**src/rtl/assert_macros.svh**
```systemverilog
// Assertion macros shared by the RTL files of the cache model.
// No dependencies; each file that asserts includes this header.
`ifndef ASSERT_MACROS_SVH
`define ASSERT_MACROS_SVH

// Same-cycle implication, checked on every rising clock edge outside reset.
`define ASSERT_IMPL(lbl, clk, rst_n, ante, cons) \
  lbl: assert property (@(posedge clk) disable iff (!rst_n) (ante) |-> (cons)) \
    else $error("assertion failed: same-cycle implication");

// Next-cycle implication, checked on every rising clock edge outside reset.
`define ASSERT_NEXT(lbl, clk, rst_n, ante, cons) \
  lbl: assert property (@(posedge clk) disable iff (!rst_n) (ante) |=> (cons)) \
    else $error("assertion failed: next-cycle implication");

`endif

```
**src/rtl/sacl_ram.sv**
```systemverilog
// Generic single-port-write, single-port-read RAM with a registered read.
// No dependencies; used by the cache top level for the set rows.
`default_nettype none

module sacl_ram #(
  parameter int WIDTH = 8,
  parameter int DEPTH = 64
) (
  input  wire logic                     clk_i,
  input  wire logic                     we_i,
  input  wire logic [$clog2(DEPTH)-1:0] waddr_i,
  input  wire logic [WIDTH-1:0]         wdata_i,
  input  wire logic [$clog2(DEPTH)-1:0] raddr_i,
  output      logic [WIDTH-1:0]         rdata_o
);

  logic [WIDTH-1:0] mem_q [DEPTH];
  logic [WIDTH-1:0] rdata_q;

  always_ff @(posedge clk_i) begin
    if (we_i) begin
      mem_q[waddr_i] <= wdata_i;
    end
    rdata_q <= mem_q[raddr_i];
  end

  assign rdata_o = rdata_q;

endmodule

`default_nettype wire

```
**config.mk**
```make
export PLATFORM = sky130hd
export DESIGN_NAME = sacl_ram
export DESIGN_NICKNAME = d
export VERILOG_FILES = /design/src/rtl/assert_macros.svh /design/src/rtl/sacl_ram.sv
export SDC_FILE = /design/constraint.sdc
export NUM_CORES = 1
export LEC_CHECK = 0
export ABC_AREA = 1
export BUFFER_PORTS_ARGS = -buffer_cell sky130_fd_sc_hd__buf_2
export CAP_MARGIN = 0
export CORE_UTILIZATION = 55
export DETAILED_ROUTE_END_ITERATION = 6
export HOLD_SLACK_MARGIN = 0.1
export MAX_ROUTING_LAYER = met4
export PLACE_DENSITY = 0.74
export SLEW_MARGIN = 25
export SYNTH_ARGS = -nofsm -noshare
export SYNTH_HDL_FRONTEND = slang
export SYNTH_SLANG_ARGS = --single-unit
```
**constraint.sdc**
```tcl
create_clock -name clk_i -period 2 [get_ports clk_i]
set_input_delay 0.3 -clock clk_i [delete_from_list [all_inputs] [get_ports clk_i]]
set_output_delay 0.3 -clock clk_i [all_outputs]
set_load 0.01 [all_outputs]
```
After elaboration in Yosys (flattened, before gate mapping)
Memories as Yosys holds them, arrays and structs flattened. A register that Yosys moved wholly into a read port is not among the register bits.
Cells that the tools add are included.
- memory bits (writable): 512
- memories kept: 1
- bits in registers: 0
- memories (name ; depth ; width ; read ports ; clocked after memory_dff ; wr ports ; RTL line ; source):
    mem_q ; 64 ; 8 ; 1 ; 1 ; 1 ; sacl_ram.sv:17 ; logic [WIDTH-1:0] mem_q [DEPTH];
- muxes and demuxes: 2
- operators by type and width (kind ; count):
    two-way mux 1 bit ; 2

Depth between registers and ports, before layout
- depth in word-level cells: 2
- depth in mapped cells: 12

Worst setup path before layout
OpenSTA, ideal clock, no wires.
- kind: input port to flip-flop
- start point: in we_i
- end point: mem mem_q[48][0] (enable)
- path slack: -66 ps
- data arrival time: 1671 ps
- path buffers: 1
- cell stages on the path: 3
- setup time: 395 ps
- path through: clkbuf_1 -> nand4_1 -> nor4_1
- longest elaborated chain between the ends: 2
- RTL lines (element ; RTL line ; source):
    from (decl) ; sacl_ram.sv:10 ; input wire logic we_i,
    two-way mux 1 bit ; sacl_ram.sv:21 ; if (we_i) begin
    two-way mux 1 bit (not written as such) ; sacl_ram.sv:22 ; mem_q[waddr_i] <= wdata_i;
    to (decl) ; sacl_ram.sv:17 ;
Every way passes these cells.

Worst setup path after layout
- start point: reg rdata_q[0], in the netlist rdata_o[0], read port of mem_q
- end point: out rdata_o[0]
- RTL lines (element ; RTL line ; source):
    from (decl) ; sacl_ram.sv:18 ; logic [WIDTH-1:0] rdata_q;
    to (decl) ; sacl_ram.sv:14 ; output logic [WIDTH-1:0] rdata_o
No word-level cell between the ends.

==> impl_results.md <==
- Switching share of power: 22.2%
- CTS tree: done
- Distinct cells, synth: 16
- Relative slew slack: 49.2%
- Clock latency on the worst-skew pair: 0.60 ns
- Syn nets: 1827
- Crit path max-delay family: flip-flops
- Final Non-Filler Cells: 2449
- Clock Power Share: 41.7%
- Die area: 39600 um^2
- Critical path, cell by cell: buf_2
- Reg2reg setup slack: 0.64 ns
- Syn avg cell area: 11.8 um^2
- First-pass GRT wire length: 79700 um
- CP max stage cell: dfxtp_1
- ANT nets after route: 0
- Clock sink total: 520
- Max IR drop VDD: 1.11 mV
- Initial DRT Pass Iterations: 5
- Most frequent cells in the layout: 648 x nand2_1, 512 x edfxtp_1, 439 x nand3_1
- Met1 GRT Util: 37.3%
- DRC violations left: 0
- First DRT Iteration DRCs: 1502
- Setup violators final: 0
- Cts bufs inserted: 52
- H-tree Lvls: 2
- Dpl cell area: 22500 um^2
- Setup CP Type: reg -> out
- Seq pwr share: 52.0%
- WP data arrival: 1.28 ns
- Vias in the first global route: 13500
- CTS root buffer: clkbuf_16
- Hold endpoint: mem_q[55][3]$_DFFE_PP_
- Clock Tree Buf Depth: 3
- Share of layout cells above drive strength 1: 11.8%
- Postcts setup bufs: 0
- Psw: 5.16 mW
- Drt wl/cell: 21.5 um
- Final #Nets: 1914
- Worst r2r src: mem_q[26][2]$_DFFE_PP_
- Outcome: finished clean
- CP endpoint kind: output port
- Vias: 14300
- FF-to-FF path depth: 8
- Post-route clock period utilization: 79.0%
- Fin area: 24200 um^2
- Buffers & Inverters on Critical Path: 1
- Starting Density: 56.3%
- RR Endpoint: rdata_o[2]$_DFF_P_
- GRT Total Usage: 28.3%
- RePlAce Congestion: 0.878
- Clock Skew: 0.0182 ns
- Hold depth: 1
- Crit path required time: 1.70 ns
- GR Layer Usage met3: 4.70%
- Die Y: 199 um
- Unrepaired setup endpoints after global routing: no
- Max-Cap Viols: 0
- Largest net degree at the start of global routing: 85
- I/O pin count: 30
- HP Start: wdata_i[3]
- Post-Route WL: 52600 um
- Hold Fails Final Rpt: 0
- Clk slew on worst S/H paths: 0.07 ns
- PortBufs: 29
- GR Util met2: 43.6%
- Via-to-Cell Ratio: 5.84
- Synthesized flop and latch total: 520
- Core area: 37900 um^2
- Total power: 23.3 mW
- Slew Viols, Final: 0
- Startpoint class of the critical path: flip-flop
- Crit-path max cell delay: 0.49 ns
- Dpl hpwl: 30800 um
- Hold WS: 0.171 ns
- Synth warn: 0
- Power per cell area: 961 nW/um^2
- Number of antenna violations at the first check in global routing: 1
- # rows: 71
- Netlist Area Pre-Place: 21300 um^2
- CP Max Fanout: 1
- Die W: 199 um
- Highest achievable clock rate: 0.633 GHz
- Shortest period the worst path allows: 1.58 ns
- Combinational power share: 6.4%
- Placed Instances: 2348
- Layout area overhead: 13.5%
- Worst Hold Class: in -> reg
- Seq/Total Area, Yosys: 72.8%
- Most common cell after layout, fill and taps aside: nand2_1
- Worst-Margin Slew: 0.762 ns
- Leakage Power: 8.92 nW
- Post-Syn Instances: 1805
- P_int: 18.1 mW
- Grt total ovfl: 0
- Grt peak-use layer: met2
- Fillers: 2793
metal layers:
metal  routed length (um)  vias up
met1                20500     6810
met2                24700      818
li1                     -     6530
met4                 2130        0
met3                 5270      149
met5                    0        -
timing repair:
item	4_1_cts	5_1_grt
hold buffers	1	0
hold endpoints to repair	2	0
resized for setup	0	0
synth_stat cells:
cell,number,area share (%)
buf_1,10,0.18
buf_2,37,0.87
buf_4,14,0.49
buf_6,35,1.8
buf_8,2,0.14
clkbuf_1,15,0.26
dfxtp_1,8,0.75
edfxtp_1,512,72
inv_1,10,0.18
inv_2,1,0.018
inv_6,1,0.041
nand2_1,648,11
nand3_1,439,10
nand4_1,9,0.26
nor2_1,56,0.99
nor4_1,8,0.23
cells by family after synthesis:
group         after synthesis  synth area share, %
flops                     520                 72.8
buf+inv                   125                 4.02
simple gates             1160                 23.2
per-stage QoR:
stage	setup slack (ns)	utilization, %	TNS, ns
floorplan	-0.0661	-	-4.23
global placement	0.119	59.3	0
detailed placement	0.107	59.3	0
CTS	0.375	63.8	0
global route	0.379	63.9	0
finish	0.420	63.9	0
final cells by class:
type / instances / area [um^2] / area share, %
clock inverters: 36 / 338 / 1.39
diodes: 2 / 5.00 / 0.0207
clock buffers: 62 / 1360 / 5.61
multi-input cells: 1160 / 4950 / 20.4
inverters: 12 / 52.6 / 0.217
repair buffers: 146 / 1350 / 5.56
well taps: 511 / 639 / 2.64
flip-flops and latches: 520 / 15500 / 64.1
power groups by stage:
stage | sequential, mW | combinational [mW] | clock (mW)
after CTS | 12.1 | 1.47 | 9.81
after detailed placement | 12.3 | 1.46 | 0
final | 12.1 | 1.48 | 9.70
after floorplan | 12.3 | 0.848 | 0
after global routing | 12.1 | 1.60 | 10.2
after global placement | 12.3 | 1.43 | 0
state kept, by name, summed over array words and instances, names as in the netlist:
register and count:
rdata_o 8, mem_q 512
worst max-delay path by stage:
stage,start,end,slack (ns),cells after the start
2_1_floorplan,we_i,mem_q[48][0]$_DFFE_PP_,-0.07,3
3_3_place_gp,raddr_i[0],rdata_o[0]$_DFF_P_,0.12,11
3_5_place_dp,raddr_i[0],rdata_o[2]$_DFF_P_,0.11,11
4_1_cts,rdata_o[2]$_DFF_P_,rdata_o[2],0.37,1
5_1_grt,rdata_o[2]$_DFF_P_,rdata_o[2],0.38,1
6_report,rdata_o[0]$_DFF_P_,rdata_o[0],0.42,1
Note: power is estimated with default switching activity, not from simulation.
